===== config.mk =====
export PLATFORM = sky130hd
export DESIGN_NAME = lcs_merge
export DESIGN_NICKNAME = d
export VERILOG_FILES = /design/src/rtl/logistic_concentration_score_macros.svh /design/src/rtl/lcs_pkg.sv /design/src/rtl/lcs_merge.sv
export SDC_FILE = /design/constraint.sdc
export NUM_CORES = 1
export LEC_CHECK = 0
export ABC_AREA = 1
export BUFFER_PORTS_ARGS = -buffer_cell sky130_fd_sc_hd__buf_2
export CORE_AREA = 5 5 273 275
export DETAILED_ROUTE_END_ITERATION = 8
export DIE_AREA = 0 0 278 280
export GPL_TIMING_DRIVEN = 0
export PLACE_DENSITY = 0.83
export SLEW_MARGIN = 40
export SYNTH_ARGS = -nofsm -noshare
export SYNTH_HDL_FRONTEND = slang
export SYNTH_SLANG_ARGS = --single-unit

===== constraint.sdc =====
create_clock -name clk -period 2.8 [get_ports clk]
set_input_delay 0.28 -clock clk [delete_from_list [all_inputs] [get_ports clk]]
set_output_delay 0.28 -clock clk [all_outputs]
set_load 0.01 [all_outputs]

===== src/rtl/logistic_concentration_score_macros.svh =====
// Assertion macros shared by the score pipeline.
`ifndef LOGISTIC_CONCENTRATION_SCORE_MACROS_SVH
`define LOGISTIC_CONCENTRATION_SCORE_MACROS_SVH

`ifndef ASSERT_OFF
`define LCS_ASSERT_IMP(lbl, clk, rst_n, ante, cons) \
  lbl: assert property (@(posedge clk) disable iff (!rst_n) (ante) |-> (cons)) \
    else $error("lcs: implication failed");
`define LCS_ASSERT_DLY(lbl, clk, rst_n, ante, dly, cons) \
  lbl: assert property (@(posedge clk) disable iff (!rst_n) (ante) |-> ##dly (cons)) \
    else $error("lcs: delayed implication failed");
`else
`define LCS_ASSERT_IMP(lbl, clk, rst_n, ante, cons)
`define LCS_ASSERT_DLY(lbl, clk, rst_n, ante, dly, cons)
`endif

`endif


===== src/rtl/lcs_pkg.sv =====
`timescale 1ns / 1ps
`default_nettype none

package lcs_pkg;

  localparam int FEAT_W       = 24;
  localparam int COUNT_W      = 4;
  localparam int COEF_W       = 22;
  localparam int PROD_W       = FEAT_W + COEF_W;
  localparam int SUM_W        = 50;
  localparam int SCORE_W      = 16;
  localparam int NUM_COEFS    = 10;
  localparam int MIN_FEATURES = 5;
  localparam int MAX_FEATURES_DEF = 10;

  // Weights in Q.16, rounded to nearest.
  localparam logic signed [COEF_W-1:0] COEF_Q16 [NUM_COEFS] = '{
    -22'sd262179, -22'sd92521, -22'sd1033304, 22'sd460778, 22'sd1189854,
    -22'sd242238, 22'sd208477, -22'sd542231, 22'sd150768, 22'sd192892
  };

  // Intercept moved up to Q.32 so it lines up with the products.
  localparam logic signed [SUM_W-1:0] INTERCEPT_Q32 = SUM_W'(64'sd262627 * 64'sd65536);

  typedef struct packed {
    logic signed [FEAT_W-1:0]  band_power_0;
    logic signed [FEAT_W-1:0]  band_power_1;
    logic signed [FEAT_W-1:0]  band_power_2;
    logic signed [FEAT_W-1:0]  band_power_3;
    logic signed [FEAT_W-1:0]  band_power_4;
    logic signed [FEAT_W-1:0]  band_spread_0;
    logic signed [FEAT_W-1:0]  band_spread_1;
    logic signed [FEAT_W-1:0]  band_spread_2;
    logic signed [FEAT_W-1:0]  band_spread_3;
    logic signed [FEAT_W-1:0]  band_spread_4;
    logic [COUNT_W-1:0]        feature_count;
  } in_t;

  typedef struct packed {
    logic [SCORE_W-1:0] concentration;
    logic               status;
  } out_t;

  // Sideband that rides along the pipeline with each item.
  typedef struct packed {
    logic valid;
    logic status;
  } ctl_t;

endpackage

`default_nettype wire


===== src/rtl/lcs_merge.sv =====
`timescale 1ns / 1ps
`default_nettype none

module lcs_merge
  import lcs_pkg::*;
#(
  parameter int MAX_FEATURES = MAX_FEATURES_DEF
) (
  input  wire logic                     clk,
  input  wire logic                     rst_n,
  input  wire logic signed [PROD_W-1:0] prod [MAX_FEATURES],
  input  wire ctl_t                     ctl_in,
  output logic signed [SUM_W-1:0]       z_r,
  output ctl_t                          ctl_r
);

  localparam int NP = (MAX_FEATURES + 1) / 2;
  localparam int NQ = (NP + 1) / 2;

  logic signed [SUM_W-1:0] a_nxt [NP];
  logic signed [SUM_W-1:0] a_r   [NP];
  logic signed [SUM_W-1:0] b_nxt [NQ];
  logic signed [SUM_W-1:0] b_r   [NQ];
  logic signed [SUM_W-1:0] z_nxt;
  ctl_t                    ctl_a_r;
  ctl_t                    ctl_b_r;

  // Level one: lane pairs; the intercept joins the first pair.
  for (genvar k = 0; k < NP; k++) begin : g_lvl_a
    logic signed [SUM_W-1:0] hi;
    logic signed [SUM_W-1:0] base;
    if (2 * k + 1 < MAX_FEATURES) begin : g_pair
      assign hi = SUM_W'(prod[2*k+1]);
    end else begin : g_single
      assign hi = '0;
    end
    if (k == 0) begin : g_icpt
      assign base = INTERCEPT_Q32;
    end else begin : g_noicpt
      assign base = '0;
    end
    assign a_nxt[k] = SUM_W'(prod[2*k]) + hi + base;
  end

  for (genvar k = 0; k < NQ; k++) begin : g_lvl_b
    if (2 * k + 1 < NP) begin : g_pair
      assign b_nxt[k] = a_r[2*k] + a_r[2*k+1];
    end else begin : g_single
      assign b_nxt[k] = a_r[2*k];
    end
  end

  always_comb begin
    z_nxt = '0;
    for (int k = 0; k < NQ; k++) begin
      z_nxt = z_nxt + b_r[k];
    end
  end

  always_ff @(posedge clk) begin
    a_r <= a_nxt;
    b_r <= b_nxt;
    z_r <= z_nxt;
  end

  always_ff @(posedge clk) begin
    if (!rst_n) begin
      ctl_a_r <= '0;
      ctl_b_r <= '0;
      ctl_r   <= '0;
    end else begin
      ctl_a_r <= ctl_in;
      ctl_b_r <= ctl_a_r;
      ctl_r   <= ctl_b_r;
    end
  end

endmodule

`default_nettype wire


# --- Yosys cells after proc, flatten, opt, wreduce, memory -nomap -nowiden ---
# Index checks and enable logic that the tools add are counted.
# W data, S select, Z words.
word_totals:
  out_inout_bits: 52
  input_bits: 464
  regBits: 439
  wordCells: 25
op_classes:
  add_sub_neg: 10
ops:
  columns: ["op", "n"]
  rows:
  - ["$add A46 B46 Y47", 5]
  - ["$add A50 B47 Y50", 1]
  - ["$add A50 B50 Y50", 1]
  - ["$add A48 B47 Y49", 1]
  - ["$add A47 B36 Y48 const B", 1]
  - ["$add A47 B47 Y48", 1]

# --- Depth between registers and ports, before layout ---
depth:
  depth_word: 2
  depth_mapped: 16
  mapped_depth_nobuf: 16

# --- Least setup slack after synthesis ---
# Ideal clock, no wire load.
synth_timing:
  kind: "reg-to-reg"
  startpoint: "reg b_r[1] (netlist bit)"
  endpoint: "reg z_r[49]"
  arrival_time_ns: 2.149
  setup_ns: 0.113
  required_time_ns: 2.687
  path_slack_ns: 0.538
  stages_incl_launch_ff: 14
  synth_period_minus_slack_ns: 2.262
  n_path_buf: 0
  path_cell_list: "dfxtp_1 fa_1 ha_1 fa_1 nand2_1 nand2_1 nand3_1 nand2_1 nand2_1 nand2_1 nand2_1 nand3_1 nand2_1 nand2_1"
synth_between:
  elab_chain_len: 1
synth_lines:
  columns: ["item", "line_no", "rtl"]
  rows:
  - ["from (decl)", "lcs_merge.sv:23", "logic signed [SUM_W-1:0] b_r [NQ];"]
  - ["from (signal assigned)", "lcs_merge.sv:62", "b_r <= b_nxt;"]
  - ["$add A50 B47 Y50", "lcs_merge.sv:56", "z_nxt = z_nxt + b_r[k];"]
  - ["net z_nxt[49]", "lcs_merge.sv:24", "logic signed [SUM_W-1:0] z_nxt;"]
  - ["to (signal assigned)", "lcs_merge.sv:63", "z_r <= z_nxt;"]
  - ["to (decl)", "lcs_merge.sv:13", "output logic signed [SUM_W-1:0] z_r,"]
# The timed path passes the listed nets, and every way through them passes these cells.
# A chain may end at the register's enable or synchronous reset.

# --- Final worst setup path ---
layout_timing:
  startpoint: "reg b_r[50] (netlist bit)"
  endpoint: "reg z_r[49]"
layout_between:
  elab_chain_len: 2
layout_lines:
  columns: ["item", "line_no"]
  rows:
  - ["$add A50 B50 Y50", "lcs_merge.sv:56"]
  - ["$add A50 B47 Y50", "lcs_merge.sv:56"]
  - ["net z_nxt[49]", "lcs_merge.sv:24"]
# The timed path passes the listed nets, and every way through them passes these cells.

==> results.sh <==
export IMPL_outcome="completed"
export IMPL_swShare_pct=53.36
export IMPL_cts_root_buffer="clkbuf_16"
export IMPL_die_x_um=278
export IMPL_vias_per_cell=5.064
export IMPL_ys_ff_latch=436
export IMPL_vdd_drop_max_mv=1.082
export IMPL_clock_power_share_pct=13.1
export IMPL_dp_hpwl_mm=126.6
export IMPL_cpMostUsedCell="nand2_1"
export IMPL_timing_hold_ws_ns=0.02195
export IMPL_reg2reg_depth=14
export IMPL_clk_latency_ns=0.60
export IMPL_yosysWarnings=0
export IMPL_p_switching_mw=25.55
export IMPL_die_y_um=280
export IMPL_placed_cell_area_um2=47240
export IMPL_wl_per_cell_um=15.81
export IMPL_area_growth_pct=12.57
export IMPL_gr_total_overflow=0
export IMPL_hold_viol_final=0
export IMPL_nets=9123
export IMPL_drv_cap=0
export IMPL_grt_pass1_wl_mm=222.0
export IMPL_cp_max_fo=3
export IMPL_cts_tree="done"
export IMPL_seq_area_frac_synth_pct=20.08
export IMPL_clkTransAtPathRegs_ns=0.06
export IMPL_p_leak_nw=30.10
export IMPL_hold_depth=2
export IMPL_die_area_um2=77840
export IMPL_crit_type="reg2reg"
export IMPL_hold_path_class="in2reg"
export IMPL_final_antenna_net_count=0
export IMPL_grt_max_degree=17
export IMPL_htreeDepth=2
export IMPL_crit_path_end_kind="flop"
export IMPL_p_int_mw=22.34
export IMPL_r2r_slack_ns=0.03
export IMPL_hold_end="a_r[151]"
export IMPL_r2r_end="z_r[49]"
export IMPL_worstMarginPinSlew_ns=0.4563
export IMPL_netlist_area_um2=43460
export IMPL_antenna_found_initial=4
export IMPL_syn_avg_cell_area_um2=5.710
export IMPL_dr_pass1_iters=6
export IMPL_clock_sinks=436
export IMPL_drt_iter0_drc=4214
export IMPL_seqPwrFrac_pct=21.1
export IMPL_maxSlewHeadroom_pct=69.48
export IMPL_combPwrFrac_pct=65.8
export IMPL_fp_row_count=99
export IMPL_io_pins=516
export IMPL_initial_core_util_pct=60.29
export IMPL_max_stage_delay_ns=0.45
export IMPL_drcViolationCount=0
export IMPL_power_density_nw_per_um2=978.8
export IMPL_fin_crit_sh_pct=98.76
export IMPL_start_kind="flop"
export IMPL_drive_above_1_share_pct=11.79
export IMPL_syn_nets=8551
export IMPL_grt_util_all_layers_pct=35.62
export IMPL_postCtsSetupBuffers=0
export IMPL_wl_mm=145.1
export IMPL_cp_arrival_ns=3.21
export IMPL_io_buffer_count=515
export IMPL_cp_required_ns=3.24
export IMPL_skew_ns=0.01508
export IMPL_fmax_ghz=0.3616
export IMPL_min_period_ns=2.765
export IMPL_grt_pass1_vias=42130
export IMPL_coreArea_um2=72090
export IMPL_crit_path_start="b_r[50]"
export IMPL_worstReg2RegStart="b_r[50]"
export IMPL_cpMaxStageDelayCell="dfxtp_1"
export IMPL_cts_buffers=44
export IMPL_synth_cells=7611
export IMPL_final_area_um2=48920
export IMPL_num_vias=46480
export IMPL_worstHoldStart="prod[323]"
export IMPL_setup_viol=0
export IMPL_gp_congestion=1.053
export IMPL_cp_cell_sequence="inv_1, fa_1, inv_1, ha_2, fa_2, nand2_2, nand2_1, nand3_1, nand2_1, nand2_1, nand2_1, nand2_1, nand4_1, nand2_1"
export IMPL_synthDistinctLibCells=27
export IMPL_drv_slew=0
export IMPL_clk_path_buf_depth=3
==> state kept, by name (all words and copies together) (netlist names) <==
signal,cells
a_r,236
ctl_r,2
ctl_a_r,2
b_r,144
z_r,50
ctl_b_r,2
==> worst max path at each step <==
stage / end
CTS: z_r[33]
finish: z_r[49]
detailed placement: z_r[29]
global placement: z_r[29]
global route: z_r[49]
floorplan: z_r[49]
==> layout make-up <==
cell class	count	area, um2
diodes	1	2.502
clock buffers	58	1235
clock inverters	24	311.5
fillers	6957	23170
inverters	1746	6554
multi-input cells	5429	28200
flip-flops and latches	436	8730
well taps	959	1200
repair buffers	526	2688
==> cell usage in the layout (no fill, tap or decap), types with 2 or more instances in the layout <==
cell type / instances
nor2_2: 167
nand2_1: 3170
o21ai_0: 6
and2_1: 5
bufinv_16: 5
nand3b_1: 10
nor2_1: 537
buf_2: 515
xnor2_1: 11
a21oi_2: 2
a31oi_1: 11
dlygate4sd3_1: 11
clkbuf_1: 7
and2_2: 3
ha_1: 417
clkinvlp_4: 3
clkinv_4: 3
inv_16: 2
inv_1: 1683
nor4_1: 16
clkinv_2: 7
nand2_2: 73
a21o_1: 3
xor2_1: 190
inv_2: 63
fa_1: 56
o21bai_1: 28
inv_6: 3
nand3_2: 36
nor3_2: 17
ha_2: 2
nor2_4: 13
clkbuf_16: 45
dfxtp_1: 435
nor3_1: 31
nand4_1: 74
a21oi_1: 220
clkbuf_8: 6
nand3_1: 329
==> power by group through the flow <==
stage	clock, mW	combinational (mW)	sequential (mW)
floorplan	0	21.3	9.50
global placement	0	29.8	10.1
detailed placement	0	30.3	10.2
CTS	6.28	30.6	10.1
global route	6.56	35.0	10.2
finish	6.25	31.5	10.1
==> cells in the mapped netlist <==
cell type  count  area, um2
a21o_1         3      22.52
a21oi_1      222       1111
a21oi_2        1      8.760
a31oi_1       11      68.82
and2_1         5      31.28
and2_2         3      22.52
dfxtp_1      436       8728
fa_1          57       1141
ha_1         419       5243
inv_1       1683       6317
inv_2         63      236.5
nand2_1     3171      11900
nand2_2       72      450.4
nand3_1      329       1647
nand3_2       36      360.4
nand3b_1      10      75.07
nand4_1       74      462.9
nor2_1       537       2016
nor2_2       167       1045
nor2_4        13      146.4
nor3_1        31      155.2
nor3_2        17      170.2
nor4_1        16      100.1
o21ai_0        6      30.03
o21bai_1      28      210.2
xnor2_1       11      96.34
xor2_1       190       1664
==> layer usage <==
metal	routed length [um]	track usage [%]
met2	64640	58.02
met3	13000	5.317
met1	62810	49.55
met4	4584	10.05
met5	28	0
==> critical path: cells and delay by family, from the launching register on <==
kind                       cells  cell delay, ns
buffers and inverters          2            0.19
adders and majority gates      3            0.95
DFF                            1            0.45
and+or+nand+nor                9            1.04
==> stage by stage <==
step	setup TNS [ns]	setup WS [ns]	instances	total power [mW]	util, %
2_1_floorplan	0	0.5382	7611	30.80	-
3_3_place_gp	-0.06932	-0.04215	9085	39.93	65.53
3_5_place_dp	-0.1481	-0.06898	9085	40.46	65.53
4_1_cts	0	0.01019	9178	46.99	67.83
5_1_grt	-0.1459	-0.05038	9178	51.76	67.86
6_report	0	0.03465	9179	47.89	67.86
==> timing repair <==
item	CTS	global route
hold buffers	11	0
endpoints found under the hold margin	9	0
resized for setup	2	6
gates cloned	0	0
endpoints found under the setup margin	7	12
==> cell families after synthesis <==
kind of cell / Yosys count / synth area share, %
buf+inv: 1746 / 15.08
compound gates: 271 / 3.339
simple gates: 4481 / 42.76
flops: 436 / 20.08
fa+ha+maj: 476 / 14.69
xor+xnor: 201 / 4.051
No activity file was read; power rests on OpenSTA's default activity.
