<file path="src/rtl/logistic_concentration_score_macros.svh">
// Assertion macros shared by the score pipeline.
`ifndef LOGISTIC_CONCENTRATION_SCORE_MACROS_SVH
`define LOGISTIC_CONCENTRATION_SCORE_MACROS_SVH

`ifndef ASSERT_OFF
`define LCS_ASSERT_IMP(lbl, clk, rst_n, ante, cons) \
  lbl: assert property (@(posedge clk) disable iff (!rst_n) (ante) |-> (cons)) \
    else $error("lcs: implication failed");
`define LCS_ASSERT_DLY(lbl, clk, rst_n, ante, dly, cons) \
  lbl: assert property (@(posedge clk) disable iff (!rst_n) (ante) |-> ##dly (cons)) \
    else $error("lcs: delayed implication failed");
`else
`define LCS_ASSERT_IMP(lbl, clk, rst_n, ante, cons)
`define LCS_ASSERT_DLY(lbl, clk, rst_n, ante, dly, cons)
`endif

`endif

</file>
<file path="src/rtl/lcs_pkg.sv">
`timescale 1ns / 1ps
`default_nettype none

package lcs_pkg;

  localparam int FEAT_W       = 24;
  localparam int COUNT_W      = 4;
  localparam int COEF_W       = 22;
  localparam int PROD_W       = FEAT_W + COEF_W;
  localparam int SUM_W        = 50;
  localparam int SCORE_W      = 16;
  localparam int NUM_COEFS    = 10;
  localparam int MIN_FEATURES = 5;
  localparam int MAX_FEATURES_DEF = 10;

  // Weights in Q.16, rounded to nearest.
  localparam logic signed [COEF_W-1:0] COEF_Q16 [NUM_COEFS] = '{
    -22'sd262179, -22'sd92521, -22'sd1033304, 22'sd460778, 22'sd1189854,
    -22'sd242238, 22'sd208477, -22'sd542231, 22'sd150768, 22'sd192892
  };

  // Intercept moved up to Q.32 so it lines up with the products.
  localparam logic signed [SUM_W-1:0] INTERCEPT_Q32 = SUM_W'(64'sd262627 * 64'sd65536);

  typedef struct packed {
    logic signed [FEAT_W-1:0]  band_power_0;
    logic signed [FEAT_W-1:0]  band_power_1;
    logic signed [FEAT_W-1:0]  band_power_2;
    logic signed [FEAT_W-1:0]  band_power_3;
    logic signed [FEAT_W-1:0]  band_power_4;
    logic signed [FEAT_W-1:0]  band_spread_0;
    logic signed [FEAT_W-1:0]  band_spread_1;
    logic signed [FEAT_W-1:0]  band_spread_2;
    logic signed [FEAT_W-1:0]  band_spread_3;
    logic signed [FEAT_W-1:0]  band_spread_4;
    logic [COUNT_W-1:0]        feature_count;
  } in_t;

  typedef struct packed {
    logic [SCORE_W-1:0] concentration;
    logic               status;
  } out_t;

  // Sideband that rides along the pipeline with each item.
  typedef struct packed {
    logic valid;
    logic status;
  } ctl_t;

endpackage

`default_nettype wire

</file>
<file path="src/rtl/lcs_sigmoid.sv">
`timescale 1ns / 1ps
`default_nettype none

module lcs_sigmoid
  import lcs_pkg::*;
(
  input  wire logic                    clk,
  input  wire logic                    rst_n,
  input  wire logic signed [SUM_W-1:0] z,
  input  wire ctl_t                    ctl_in,
  output out_t                         out_r,
  output logic                         valid_r
);

  localparam int Y_W = 34;

  localparam logic [SUM_W-1:0] M_SAT = SUM_W'(64'd5 << 32);
  localparam logic [SUM_W-1:0] M_MID = SUM_W'(64'd19 << 29);
  localparam logic [SUM_W-1:0] M_ONE = SUM_W'(64'd1 << 32);
  localparam logic [Y_W-1:0]   ONE_Q32 = Y_W'(64'd1 << 32);
  localparam logic [Y_W-1:0]   OFS_HI  = Y_W'(64'd27 << 27);
  localparam logic [Y_W-1:0]   OFS_MID = Y_W'(64'd5 << 29);
  localparam logic [Y_W-1:0]   OFS_LO  = Y_W'(64'd1 << 31);
  localparam logic [Y_W-1:0]   HALF_LSB = Y_W'(64'h8000);

  logic [SUM_W-1:0] m_nxt;
  logic [SUM_W-1:0] m_r;
  logic             neg_r;
  logic             neg_y_r;
  logic [Y_W-1:0]   y_nxt;
  logic [Y_W-1:0]   y_r;
  logic [Y_W-1:0]   yf;
  logic [Y_W-1:0]   rnd;
  out_t             out_nxt;
  ctl_t             ctl_m_r;
  ctl_t             ctl_y_r;

  assign m_nxt = z[SUM_W-1] ? $unsigned(-z) : $unsigned(z);

  // Piecewise-linear fit on |z|, truncating shifts.
  always_comb begin
    if (m_r >= M_SAT) begin
      y_nxt = ONE_Q32;
    end else if (m_r >= M_MID) begin
      y_nxt = Y_W'(m_r >> 5) + OFS_HI;
    end else if (m_r >= M_ONE) begin
      y_nxt = Y_W'(m_r >> 3) + OFS_MID;
    end else begin
      y_nxt = Y_W'(m_r >> 2) + OFS_LO;
    end
    if (y_nxt > ONE_Q32) begin
      y_nxt = ONE_Q32;
    end
  end

  always_comb begin
    yf  = neg_y_r ? (ONE_Q32 - y_r) : y_r;
    rnd = yf + HALF_LSB;
    out_nxt.status = ctl_y_r.status;
    if (ctl_y_r.status) begin
      out_nxt.concentration = '0;
    end else if (|rnd[Y_W-1:32]) begin
      out_nxt.concentration = '1;
    end else begin
      out_nxt.concentration = rnd[31:16];
    end
  end

  always_ff @(posedge clk) begin
    m_r     <= m_nxt;
    neg_r   <= z[SUM_W-1];
    y_r     <= y_nxt;
    neg_y_r <= neg_r;
    out_r   <= out_nxt;
  end

  always_ff @(posedge clk) begin
    if (!rst_n) begin
      ctl_m_r <= '0;
      ctl_y_r <= '0;
      valid_r <= 1'b0;
    end else begin
      ctl_m_r <= ctl_in;
      ctl_y_r <= ctl_m_r;
      valid_r <= ctl_y_r.valid;
    end
  end

endmodule

`default_nettype wire
</file>
<file path="config.mk">
export PLATFORM = sky130hd
export DESIGN_NAME = lcs_sigmoid
export DESIGN_NICKNAME = d
export VERILOG_FILES = /design/src/rtl/logistic_concentration_score_macros.svh /design/src/rtl/lcs_pkg.sv /design/src/rtl/lcs_sigmoid.sv
export SDC_FILE = /design/constraint.sdc
export NUM_CORES = 1
export LEC_CHECK = 0
export BUFFER_PORTS_ARGS = -buffer_cell sky130_fd_sc_hd__buf_2
export CAP_MARGIN = 20
export CORE_MARGIN = 8
export CORE_UTILIZATION = 44
export DETAILED_ROUTE_END_ITERATION = 7
export SLEW_MARGIN = 0
export SYNTH_ARGS = -nofsm -noshare
export SYNTH_HDL_FRONTEND = slang
export SYNTH_SLANG_ARGS = --single-unit
</file>
<file path="constraint.sdc">
create_clock -name clk -period 6.6 [get_ports clk]
set_input_delay 0.99 -clock clk [delete_from_list [all_inputs] [get_ports clk]]
set_output_delay 0.99 -clock clk [all_outputs]
set_load 0.02 [all_outputs]
</file>
---- Word-level counts from Yosys, hierarchy flattened ----
Cells that the tools add are included.
Widths: inputs -> output; s select.
cells by class
  $lt $le $gt $ge ......................... 4
  mux-type cells .......................... 6
  add/sub/neg operators ................... 6
  reductions and logical operators ........ 1
operators by type and width
  operator                count
  $mux 34                 4
  $add 34x32->34 const B  3
  $ge 50x33->1 const B    1
  $ge 50x34->1 const B    1
  $ge 50x35->1 const B    1
  $neg 50->50             1
  $mux 49                 1
  $add 34x16->34 const B  1
  $gt 34x33->1 const B    1
  $sub 33x34->34 const A  1
  $mux 16                 1
  $reduce_or 2->1         1
storage, ports and cells
  register bits after elaboration ......... 108
  bits of input ports ..................... 54
  output and inout bits ................... 18
  logic and storage cells ................. 29

---- Depth between registers and ports, before layout ----
  word-level depth ........................ 5
  gate-level depth with buffers ........... 16
  depth with buffers taken out ............ 15

---- Least setup slack after synthesis ----
No wires, ideal clock.
  kind .................................... input to register
  start point ............................. in z[13]
  end point ............................... reg m_r[47]
  cell stages on the path ................. 9
  library setup time ...................... 72 ps
  data arrival time ....................... 3721 ps
  slack ................................... 2807 ps
  buffers on the path ..................... 0
  required time ........................... 6528 ps
  cell sequence ........................... or4_1 > or3_1 > or4_4 > or2_1 > or3_1 > nand2b_1 > or2_1 > o31ai_2 > xnor2_1
on the way
  longest elaborated chain between the ends .. 2
ends and longest elaborated chain
  item                    line               text
  start: declaration      lcs_sigmoid.sv:9   input wire logic signed [SUM_W-1:0] z,
  $neg 50->50             lcs_sigmoid.sv:38  assign m_nxt = z[SUM_W-1] ? $unsigned(-z) : $unsigned(z);
  $mux 49                 lcs_sigmoid.sv:38
  via m_nxt[47]           lcs_sigmoid.sv:26  logic [SUM_W-1:0] m_nxt;
  end signal: assignment  lcs_sigmoid.sv:70  m_r <= m_nxt;
  end: declaration        lcs_sigmoid.sv:27  logic [SUM_W-1:0] m_r;
The timed path passes the listed nets, and every way through them passes these cells.
A chain may end at the register's enable or synchronous reset.

---- Worst setup path after layout ----
  start point ............................. reg y_r[6]
  end point ............................... reg out_r[4] (netlist bit)
on the way
  longest elaborated chain between the ends .. 5
ends and longest elaborated chain
  item                      line               text
  start: declaration        lcs_sigmoid.sv:31  logic [Y_W-1:0] y_r;
  start signal: assignment  lcs_sigmoid.sv:72  y_r <= y_nxt;
  $sub 33x34->34            lcs_sigmoid.sv:57  yf = neg_y_r ? (ONE_Q32 - y_r) : y_r;
  $mux 34 *                 lcs_sigmoid.sv:57
  $add 34x16->34 *          lcs_sigmoid.sv:58  rnd = yf + HALF_LSB;
  $reduce_or 2->1           lcs_sigmoid.sv:62  end else if (|rnd[Y_W-1:32]) begin
  $mux 16 *                 lcs_sigmoid.sv:62
  end signal: assignment    lcs_sigmoid.sv:74  out_r <= out_nxt;
  end: declaration          lcs_sigmoid.sv:11  output out_t out_r,
Mark *: on every way between the ends. The rest lies on a longest branch, timed or not.

==> reports/metrics.yaml <==
run_status: "complete, no violations"
busiest_layer: "met2"
synthTopCellsByArea: "dfxtp_1 37%, xnor2_1 9.6%, nand2_1 4.0%, nor4_1 3.5%, nor2_1 2.9%"
yosys.area.top_type: "dfxtp_1"
worstReg2RegEnd: "out_r[4]"
cts-root-buf: "clkbuf_16"
final_cells: 909
required_ns: 6.79
leakagePower_nw: 2.50
syn_to_final_growth_pct: 11.7
grt_use_total_pct: 17.4
synth_seq_cells: 108
fmax_mhz: 230
numCtsBuffers: 9
ctsResizeCount: 0
antenna_found_initial: 0
drt_iter0_drc: 637
finalSetupViolCount: 0
syn_inst: 683
drive_gt1_share_pct: 15.7
endpoint: "out_r[4]"
skew_ns: 0.00463
wl_um: 15100
cts_max_path_buffers: 2
synth_edf_count: 0
grt_pass1_wl_um: 25600
clk_pin_slew_worst_paths_ns: 0.07
dieArea_sq_um: 17300
multiInputGateArea_sq_um: 3460
overflow: 0
drc: 0
synth-async-reset-ratio_pct: 0
gr-usage-met2_pct: 28.5
r2r_slack_ns: 2.26
first_pass_iters: 5
period_minus_slack_ns: 4.34
post_drt_wl_per_cell_um: 16.7
ctsHoldBuffers: 0
ir_worst_vdd_uv: 120
slew_headroom_pct: 32.4
slew_viol_final: 0
place_congestion: 0.954
clock_sinks: 108
grtUsageMet1_pct: 21.7
n_antenna_cell: 0
cap_violations: 0
finalHoldViolCount: 0
synth_cell_type_count: 70
cts_tree: "yes"
die_w_um: 131
hpwl_um: 11500
ys_seq_area_share_pct: 36.9
cp_max_fo: 16
tightestPinTransition_ns: 1.01
critPathKind: "reg -> reg"
vias_per_cell: 5.83
vias: 5301
place.port_buffers: 71
fin_crit_sh_pct: 65.8
grt_pass1_vias: 5274
cp-start-kind: "register"
postRouteAntennaNets: 0
yosys_warnings: 0
synth_top_area_share_pct: 36.9
grt_max_degree: 52
power.density_nw_per_um2: 215
place_area_sq_um: 6250
synth-main-ff-cell: "dfxtp_1"
syn_nets: 746
avgSynthCellArea_sq_um: 8.57
nFillCells: 1305
power_w: 0.00140
grt_setup_unrepaired: "no"
final-seq-area_sq_um: 2160
crit_arrival_ns: 4.53
post-place-cells: 893
htree_levels: 3
clock_latency_ns: 0.34
io_pins: 72
final_area_sq_um: 6540
nets: 791
startpoint: "y_r[6]"
die_y_um: 131
coreArea_sq_um: 13100
endpoint_kind: "register"
synth_area_sq_um: 5860
r2r_start: "y_r[6]"
initial_utilization_pct: 44.6
worstHoldPathType: "reg -> reg"
fin_hold_ws_ns: 0.336
rows: 42
grt_util_met3_pct: 3.62
r2r_cells: 15
cts_setup_buffers: 0
setup_tns_ns: 0
-- Yosys cell counts, types with 13 or more instances --
master    number
clkbuf_1      23
nand3_1       17
nor3_1        18
a21oi_1       31
o31ai_1       16
o21ai_0       31
nand2_1       63
dfxtp_1      108
inv_1         14
xor2_1        13
xnor2_1       64
and2_1        14
nor2_1        45
nor4_1        33
-- kinds of logic (layout without fill, tap and decap cells) --
| family | Yosys count | count (layout) | share of synthesized area [%] |
|---|---|---|---|
| compound gates | 171 | 171 | 21.0 |
| xor+xnor | 77 | 77 | 11.5 |
| fa+ha+maj | 9 | 9 | 1.92 |
| buf+inv | 52 | 102 | 4.15 |
| flops | 108 | 108 | 36.9 |
| mux | 5 | 5 | 0.876 |
| other cells | 1 | 1 | 0.0640 |
| simple gates | 260 | 260 | 23.5 |
-- per-stage QoR --
step / util, % / setup slack (ns)
after floorplan: - / 2.81
after global placement: 47.6 / 2.35
after detailed placement: 47.6 / 2.27
after CTS: 49.8 / 2.26
after global routing: 49.8 / 1.85
final: 49.8 / 2.26
-- per-layer routing --
metal  up-vias  wire [um]
li1       2616          -
met1      2438       6810
met2       219       7090
met3        28        887
met4         0        354
met5         -          0
-- placed cells by master, fill, tap and decap left out, types with 8 or more instances in the layout --
| cell type | netlist | routed |
|---|---|---|
| a21oi_2 | 10 | 10 |
| or4_1 | 8 | 8 |
| xor2_1 | 13 | 13 |
| o41ai_1 | 10 | 10 |
| a211oi_1 | 11 | 11 |
| clkbuf_16 | 0 | 9 |
| ha_1 | 9 | 9 |
| a31oi_1 | 10 | 9 |
| o21ai_0 | 31 | 31 |
| o31ai_1 | 16 | 16 |
| nand3_1 | 17 | 17 |
| inv_1 | 14 | 14 |
| a21oi_1 | 31 | 31 |
| and3_1 | 11 | 11 |
| dfxtp_1 | 108 | 108 |
| nand4_1 | 10 | 10 |
| a221oi_1 | 10 | 10 |
| and2_1 | 14 | 14 |
| or3_1 | 11 | 11 |
| buf_2 | 4 | 71 |
| nor2_1 | 45 | 45 |
| xnor2_1 | 64 | 64 |
| nor4_1 | 33 | 33 |
| nor3_1 | 18 | 18 |
| nand2_1 | 63 | 63 |
-- layout make-up --
type                            instances  area share, %
Multi-Input combinational cell        523           52.9
Clock buffer                           10           3.65
Clock inverter                          6          0.727
Tap cell                              176           3.37
Inverter                               14          0.803
Timing Repair Buffer                   72           5.55
Sequential cell                       108           33.1
-- worst max-delay path, cell delays in order, from the launching register on --
cell and delay (ns):
dfxtp_1 0.31, or4_4 0.53, nor4_1 0.63, nand2_1 0.20
nand2_1 0.15, xnor2_1 0.13, ha_1 0.25, nand3_1 0.13
o21ai_0 0.25, nor3_2 0.11, a211oi_4 0.46, a311o_1 0.26
a22oi_1 0.07, a211oi_1 0.18, a21o_2 0.40, a21oi_1 0.12
-- report_power, final --
part	total [W]	internal [W]	switching, W
combinational	0.000159	0.0000709	0.0000879
sequential	0.000740	0.000694	0.0000457
clock	0.000505	0.000269	0.000236
total	0.00140	0.00103	0.000369
-- worst min-delay path by stage --
stage	cells past startpoint	to	from	slack (ns)
after floorplan	0	neg_y_r	neg_r	0.31
after global placement	0	neg_y_r	neg_r	0.31
after detailed placement	0	neg_y_r	neg_r	0.32
after CTS	0	neg_y_r	neg_r	0.34
after global routing	0	neg_y_r	neg_r	0.35
final	0	neg_y_r	neg_r	0.34
-- state kept, by name (all words and copies together) (netlist names) --
register / flops
m_r: 50
y_r: 34
out_r: 17
ctl_m_r: 2
ctl_y_r: 2
neg_r: 1
neg_y_r: 1
valid_r: 1
Note: power is estimated with default switching activity, not from simulation.
