--- config.mk ---
export PLATFORM = sky130hd
export DESIGN_NAME = lcs_lane
export DESIGN_NICKNAME = d
export VERILOG_FILES = /design/src/rtl/logistic_concentration_score_macros.svh /design/src/rtl/lcs_pkg.sv /design/src/rtl/lcs_lane.sv
export SDC_FILE = /design/constraint.sdc
export NUM_CORES = 1
export LEC_CHECK = 0
export BUFFER_PORTS_ARGS = -buffer_cell sky130_fd_sc_hd__buf_2
export CORE_MARGIN = 8
export CORE_UTILIZATION = 25
export CTS_CLUSTER_SIZE = 10
export DETAILED_ROUTE_END_ITERATION = 16
export GPL_TIMING_DRIVEN = 0
export PLACE_DENSITY = 0.36
export SYNTH_ARGS = -nofsm -noshare
export SYNTH_HDL_FRONTEND = slang
export SYNTH_SLANG_ARGS = --single-unit
--- constraint.sdc ---
create_clock -name clk -period 14.2 [get_ports clk]
set_clock_uncertainty 0.1 [all_clocks]
set_input_delay 0.71 -clock clk [delete_from_list [all_inputs] [get_ports clk]]
set_output_delay 0.71 -clock clk [all_outputs]
set_load 0.02 [all_outputs]
--- src/rtl/logistic_concentration_score_macros.svh ---
// Assertion macros shared by the score pipeline.
`ifndef LOGISTIC_CONCENTRATION_SCORE_MACROS_SVH
`define LOGISTIC_CONCENTRATION_SCORE_MACROS_SVH

`ifndef ASSERT_OFF
`define LCS_ASSERT_IMP(lbl, clk, rst_n, ante, cons) \
  lbl: assert property (@(posedge clk) disable iff (!rst_n) (ante) |-> (cons)) \
    else $error("lcs: implication failed");
`define LCS_ASSERT_DLY(lbl, clk, rst_n, ante, dly, cons) \
  lbl: assert property (@(posedge clk) disable iff (!rst_n) (ante) |-> ##dly (cons)) \
    else $error("lcs: delayed implication failed");
`else
`define LCS_ASSERT_IMP(lbl, clk, rst_n, ante, cons)
`define LCS_ASSERT_DLY(lbl, clk, rst_n, ante, dly, cons)
`endif

`endif

--- src/rtl/lcs_pkg.sv ---
`timescale 1ns / 1ps
`default_nettype none

package lcs_pkg;

  localparam int FEAT_W       = 24;
  localparam int COUNT_W      = 4;
  localparam int COEF_W       = 22;
  localparam int PROD_W       = FEAT_W + COEF_W;
  localparam int SUM_W        = 50;
  localparam int SCORE_W      = 16;
  localparam int NUM_COEFS    = 10;
  localparam int MIN_FEATURES = 5;
  localparam int MAX_FEATURES_DEF = 10;

  // Weights in Q.16, rounded to nearest.
  localparam logic signed [COEF_W-1:0] COEF_Q16 [NUM_COEFS] = '{
    -22'sd262179, -22'sd92521, -22'sd1033304, 22'sd460778, 22'sd1189854,
    -22'sd242238, 22'sd208477, -22'sd542231, 22'sd150768, 22'sd192892
  };

  // Intercept moved up to Q.32 so it lines up with the products.
  localparam logic signed [SUM_W-1:0] INTERCEPT_Q32 = SUM_W'(64'sd262627 * 64'sd65536);

  typedef struct packed {
    logic signed [FEAT_W-1:0]  band_power_0;
    logic signed [FEAT_W-1:0]  band_power_1;
    logic signed [FEAT_W-1:0]  band_power_2;
    logic signed [FEAT_W-1:0]  band_power_3;
    logic signed [FEAT_W-1:0]  band_power_4;
    logic signed [FEAT_W-1:0]  band_spread_0;
    logic signed [FEAT_W-1:0]  band_spread_1;
    logic signed [FEAT_W-1:0]  band_spread_2;
    logic signed [FEAT_W-1:0]  band_spread_3;
    logic signed [FEAT_W-1:0]  band_spread_4;
    logic [COUNT_W-1:0]        feature_count;
  } in_t;

  typedef struct packed {
    logic [SCORE_W-1:0] concentration;
    logic               status;
  } out_t;

  // Sideband that rides along the pipeline with each item.
  typedef struct packed {
    logic valid;
    logic status;
  } ctl_t;

endpackage

`default_nettype wire

--- src/rtl/lcs_lane.sv ---
`timescale 1ns / 1ps
`default_nettype none

module lcs_lane
  import lcs_pkg::*;
#(
  parameter int IDX = 0
) (
  input  wire logic                     clk,
  input  wire logic signed [FEAT_W-1:0] feat,
  input  wire logic                     en,
  output logic signed [PROD_W-1:0]      prod_r
);

  logic signed [PROD_W-1:0] prod_nxt;

  // Features past the count drop out of the sum.
  always_comb begin
    if (en) begin
      prod_nxt = PROD_W'(feat) * PROD_W'(COEF_Q16[IDX]);
    end else begin
      prod_nxt = '0;
    end
  end

  always_ff @(posedge clk) begin
    prod_r <= prod_nxt;
  end

endmodule

`default_nettype wire

# After elaboration in Yosys (flattened, before gate mapping)

Index checks and enable logic that the tools add are counted.

Flip-flop bits (word level): 46
Output and inout bits: 46
Logic and storage cells: 2

Multipliers: 1

Operator list:

| kind                   | number |
|---|---|
| $mul 24x20->44 const B | 1 |

# Longest topological paths before layout

Gate-level depths: netlist of run 1.

Word-level depth: 1
Gate-level depth with buffers: 24

# Least setup slack after synthesis of run 1

No wires, ideal clock.

Path kind: input to register
Start: input feat[6]
End: register prod_r[36]
Data required time: 14.028 ns
Path buffers: 1
Stages on the path: 21
Slack: 7.636 ns
Data arrival time: 6.392 ns
Path through: inv_1 -> fa_1 -> clkbuf_1 -> xor2_1 -> xnor2_1 -> fa_1 -> inv_1 -> fa_1 -> fa_1 -> fa_1 -> fa_1 -> ha_1 -> a21o_1 -> a211o_1 -> a211o_1 -> nor3_2 -> nor3_2 -> a221oi_2 -> a21boi_2 -> a31oi_1 -> mux2i_1

Word-level cells in the longest chain between the ends: 1

Ends and longest elaborated chain:

| item                   | line           | RTL |
|---|---|---|
| start: declaration     | lcs_lane.sv:10 | `input wire logic signed [FEAT_W-1:0] feat,` |
| $mul 24x20->44         | lcs_lane.sv:20 | `prod_nxt = PROD_W'(feat) * PROD_W'(COEF_Q16[IDX]);` |
| end signal: assignment | lcs_lane.sv:27 | `prod_r <= prod_nxt;` |
| end: declaration       | lcs_lane.sv:12 | `output logic signed [PROD_W-1:0] prod_r` |

Every way passes these cells.
A chain may end at the register's enable or synchronous reset.

# Worst setup path after layout of run 1

Start: input feat[23]
End: register prod_r[41]

The elaborated chain is that of the path after synthesis.

==> results of run 1 <==
-- worst min path at each step --
stage | cells past startpoint | slack [ps] | end | from
2_1_floorplan | 2 | 750 | prod_r[1] | feat[1]
3_3_place_gp | 3 | 980 | prod_r[36] | en
3_5_place_dp | 3 | 990 | prod_r[36] | en
4_1_cts | 3 | 670 | prod_r[36] | en
5_1_grt | 3 | 710 | prod_r[36] | en
6_report | 3 | 680 | prod_r[36] | en
-- cell usage after synthesis, types with 2 or more instances --
library cell  instances
or3_1                 4
xor2_1               38
o21ai_0              24
a221oi_2              2
and2_1               12
buf_4                 3
o21ai_1               2
o21bai_1              5
a211oi_1              5
dfxtp_1              44
ha_1                226
nand3_1               5
nor3_2                2
a21oi_1              65
nand2_1              33
mux2i_1               3
a211o_1               2
o21a_1                3
a2111oi_0             2
nor2b_1               3
inv_1               269
a31o_2                2
o211ai_1              4
nand4_1               6
clkbuf_1             11
xnor2_1              54
fa_1                245
a21o_1               25
and3_1                2
nor2_1               66
nor3_1                9
o31a_1                2
or2_2                15
a21o_2                2
a31oi_1               6
nand2b_1              6
-- metal layers --
metal  global-route usage, %  routed length [um]  vias to the layer above
li1                        -                   -                     4025
met1                    16.7               15500                     3970
met2                    22.7               18000                       86
met3                    1.41                 828                       24
met4                    2.01                 597                        0
met5                       0                   0                        -
-- final cells by class --
cell class | instances | area (um^2) | share of cell area, %
Inverter | 270 | 1010 | 7.39
Buffer | 17 | 83.8 | 0.612
Clock inverter | 2 | 10.0 | 0.0730
Tap cell | 664 | 831 | 6.06
Sequential cell | 44 | 881 | 6.43
Multi-Input combinational cell | 896 | 10400 | 75.8
Clock buffer | 6 | 139 | 1.01
Timing Repair Buffer | 71 | 355 | 2.59
-- critical path, cell delays in order --
cell and delay (ps):
buf_2 600, clkbuf_1 300, buf_1 630, xnor2_1 320, inv_1 180, fa_1 500, fa_1 500, inv_1 70
fa_1 480, fa_1 590, fa_1 460, ha_1 300, ha_1 400, nand2_1 150, or3_1 390, o21ai_0 380
a21oi_1 230, o21ai_1 210, xnor2_1 160, nor2_1 60
-- metrics by stage --
step	std cells	instance area, um^2	utilization (%)	setup WS, ps
floorplan	1227	12400	-	7640
global placement	1962	13600	27.8	6260
detailed placement	1962	13600	27.8	6220
CTS	1970	13700	28.1	6530
global route	1970	13700	28.1	6060
finish	1970	13700	28.1	6630
-- layout by cell type (no fill, tap or decap), drive strengths merged, types with 2 or more instances in the layout --
cell type / n
or3: 4
and3: 3
nand2b: 7
nor3: 11
nand2: 33
or2: 15
o21bai: 5
a21oi: 66
a221oi: 2
a21boi: 3
a2111oi: 2
xnor2: 54
o21ai: 27
a31o: 2
a211oi: 6
o21a: 3
nand4: 6
nor2: 66
clkinv: 3
dfxtp: 44
a211o: 2
clkbuf: 18
and2: 12
fa: 245
ha: 226
a21o: 27
nand3: 5
mux2i: 3
o31a: 2
nor2b: 3
o211ai: 4
xor2: 38
buf: 76
inv: 269
a31oi: 6
-- kinds of logic after synthesis --
group	count (synthesis)	share of synthesized area, %
compound gates	161	8.19
xor+xnor	92	6.51
fa+ha+maj	472	62.6
buf+inv	287	8.87
flops	44	7.12
mux	3	0.243
simple gates	168	6.48
==> results.json, run 1 <==
{
  "status": "complete, no violations",
  "synth_fp_nets": 1724,
  "ant_nets": 0,
  "root_buffer": "clkbuf_16",
  "grt_max_degree": 35,
  "grt_pass1_wl_mm": 55.3,
  "arrival_ps": 7630,
  "hp-class": "input pin to flop",
  "synth.distinct_cells": 56,
  "h-tree-depth": 2,
  "fin_crit_ps": 7570,
  "clk_path_buf_depth": 2,
  "path_class": "input pin to flop",
  "hold_ws_ps": 677,
  "synth_cells": 1227,
  "synth_seq_cells": 44,
  "async_flop_share_pct": 0,
  "biggestRegsByFlops": "prod_r: 44 flops",
  "setup_viol": 0,
  "tns_ps": 0,
  "top_register": "prod_r",
  "post-cts-setup-buffers": 0,
  "fillCellCount": 5275,
  "die_area_um2": 56900,
  "startpoint_type": "input pin",
  "critPathRequiredTime_ps": 14260,
  "ctsHoldBuffers": 0,
  "pin_count": 72,
  "avgSynthCellArea_um2": 10.1,
  "drive_above_1_share_pct": 8.65,
  "detail_route.iter0.violations": 236,
  "yosysTopAreaCell": "fa_1",
  "cts_resized": 0,
  "overflow": 0,
  "groute.usage.overall_pct": 12.7,
  "grt_pass1_vias": 9144,
  "cts_tree": "built",
  "synth_top_flop_cell": "dfxtp_1",
  "core_um2": 48800,
  "crit_start": "feat[23]",
  "placementRows": 81,
  "worst_slew_pin_slew_ps": 843,
  "synth_area_um2": 12400,
  "drcViolationCount": 0,
  "dp_hpwl_mm": 32.5,
  "grt_antenna_before_repair": 1,
  "crit_end": "prod_r[41]",
  "max_slew_margin_pct": 42.4,
  "fp.dieH_um": 238,
  "synth-edff-count": 0,
  "wire_per_inst_um": 17.7,
  "cap_violations": 0,
  "first_pass_iters": 4,
  "fin_nets": 1802,
  "antenna_cells": 0,
  "die_w_um": 238,
  "report.final.slew_viol_count": 0,
  "yosysWarnings": 0,
  "via_per_inst": 4.11,
  "cts_sinks": 44,
  "clock.fmax_mhz": 132,
  "clkTransAtPathRegs_ps": 60,
  "final_hold_viol_count": 0,
  "yosys.area.top_type_share_pct": 39.6,
  "worstPathMaxFanout": 34,
  "yosysSeqAreaShare_pct": 7.12,
  "fin_crit_sh_pct": 53.3,
  "portBuffers": 71,
  "synth.area.top_cells": "fa_1, ha_1, inv_1",
  "drt-total-wl_mm": 34.9,
  "initial_utilization_pct": 25.3,
  "cp-end-kind": "flop",
  "num_vias": 8105,
  "cts_made_buffers": 5,
  "largest_reg_flops": 44,
  "area_delta_synth_final_pct": 10.8,
  "rsz0062_at_grt": "no",
  "gp_congestion": 0.808
}
Power of run 1 is left out: the tool's default activity adds up to more than one toggle a clock period on the data nets, which glitch-free logic cannot reach.
==> run 2: changes to the inputs <==
- clock period: 14.2 -> 7.1 ns (I/O delays scaled with it)
==> run 2 against run 1 <==
Effect of this change:
- count of clock-buffer cells in the layout did not move
- final cell count hardly changed
- hold slack worse by 350 ps
- non-clock buffer count up 1
- cell area is 0.26% higher
- utilization up 0.072 points
- worst setup slack worse by 6300 ps
- wire length hardly changed
- via count hardly changed
- sequential cell count unchanged
- critical endpoint is now prod_r[36]
==> results.json, run 2 (synthesis results as in run 1) <==
{
  "cts_made_buffers": 5,
  "report.final.slew_viol_count": 0,
  "min_from": "en",
  "groute.usage.overall_pct": 12.7,
  "antenna_cells": 0,
  "hold_path_depth": 3,
  "dp_hpwl_mm": 32.5,
  "largest_reg_flops": 44,
  "clock.fmax_mhz": 148,
  "cpPeakStageDelay_ps": 530,
  "layout_commonest_cell": "inv_1",
  "cts_tree": "built",
  "area_delta_synth_final_pct": 11.1,
  "h-tree-depth": 2,
  "max_slew_margin_pct": 48.6,
  "top_register": "prod_r",
  "grt_antenna_before_repair": 1,
  "overflow": 0,
  "drive_above_1_share_pct": 9.26,
  "first_pass_iters": 4,
  "num_vias": 8112,
  "pin_count": 72,
  "critPathRequiredTime_ps": 7220,
  "path_class": "input pin to flop",
  "cts_sinks": 44,
  "critPathMostFrequentCell": "fa_1",
  "arrival_ps": 6890,
  "wire_per_inst_um": 17.7,
  "final_cell_area_um2": 13700,
  "tns_ps": 0,
  "crit_slowest_cell": "fa_1",
  "hp-class": "input pin to flop",
  "ant_nets": 0,
  "clk_path_buf_depth": 2,
  "gp_congestion": 0.808,
  "cap_violations": 0,
  "placementRows": 81,
  "layout_common_cells": "inv_1, fa_1, ha_1",
  "fp.dieH_um": 238,
  "fin_nets": 1803,
  "worstPathMaxFanout": 5,
  "worst_slew_pin_slew_ps": 770,
  "crit_start": "feat[14]",
  "status": "complete, no violations",
  "fin_crit_ps": 6760,
  "portBuffers": 71,
  "grt_max_degree": 35,
  "via_per_inst": 4.12,
  "initial_utilization_pct": 25.3,
  "dpl_cell_area_um2": 13600,
  "clkTransAtPathRegs_ps": 60,
  "final_hold_viol_count": 0,
  "setup_viol": 0,
  "cp-end-kind": "flop",
  "detail_route.iter0.violations": 262,
  "drcViolationCount": 0,
  "fin_crit_sh_pct": 95.2,
  "hold_ws_ps": 324,
  "startpoint_type": "input pin",
  "path_cells": "buf_2 -> clkinvlp_4 -> buf_4 -> fa_1 -> inv_1 -> ha_1 -> a21oi_1 -> fa_1 -> inv_1 -> fa_1 -> fa_1 -> fa_1 -> fa_1 -> ha_1 -> a21o_1 -> a211o_1 -> a211o_1 -> nor3_2 -> nor3_2 -> a221oi_2 -> a21boi_2 -> a31oi_1 -> mux2i_1",
  "biggestRegsByFlops": "prod_r: 44 flops",
  "grt_pass1_wl_mm": 55.3,
  "drt-total-wl_mm": 34.9,
  "die_w_um": 238,
  "core_um2": 48800,
  "die_area_um2": 56900,
  "root_buffer": "clkbuf_16",
  "grt_pass1_vias": 9144
}
-- run 2: changes by cell type in the layout (fill, tap and decap cells not counted), sizes merged --
cell | previous run | this run
clkbuf | 18 | 17
inv | 269 | 268
clkinvlp | 0 | 1
buf | 76 | 78
-- run 2: path summary, 6_finish.rpt --
kind,endpoint,slack (ps)
worst max-delay path,prod_r[36],340
worst min-delay path,prod_r[36],320
-- run 2: layer usage --
metal	GRT usage, %	vias up	routed length [um]	share of wire [%]
met3	1.41	18	682	2.0
met5	0	-	0	0
li1	-	4023	-	-
met2	22.7	78	18100	52
met4	2.01	0	509	1.5
met1	16.7	3993	15700	45
-- run 2: what timing repair did --
item / 4_1_cts / 5_1_grt
gates resized for setup: 1 / 9
buffers inserted: 0 / 3
setup endpoints to repair: 4 / 9
hold buffers: 0 / 0
pin swaps: 0 / 0
-- run 2: final cells by class --
cell class	instances	area [um^2]
fillers	5268	35100
multi-input cells	896	10400
inverters	270	1020
flip-flops and latches	44	881
well taps	664	831
repair buffers	74	380
clock buffers	6	139
plain buffers	15	77.6
clock inverters	2	10.0
-- run 2: critical path: cells and delay by family --
family                   cells  cell delay (ps)
adder cells (fa/ha/maj)      8             3500
AO/OA/AOI/OAI                7             1760
multiplexers                 1              210
AND/OR/NAND/NOR              2              240
buffers and inverters        5              810
-- run 2: stage by stage --
step	utilization [%]	worst slack [ps]	std cells
after floorplan	-	891	1227
after global placement	27.8	-483	1962
after detailed placement	27.8	-525	1962
after CTS	28.1	110	1970
after global routing	28.1	-6.24	1971
final	28.1	338	1971
Power of run 2 is left out for the same reason.
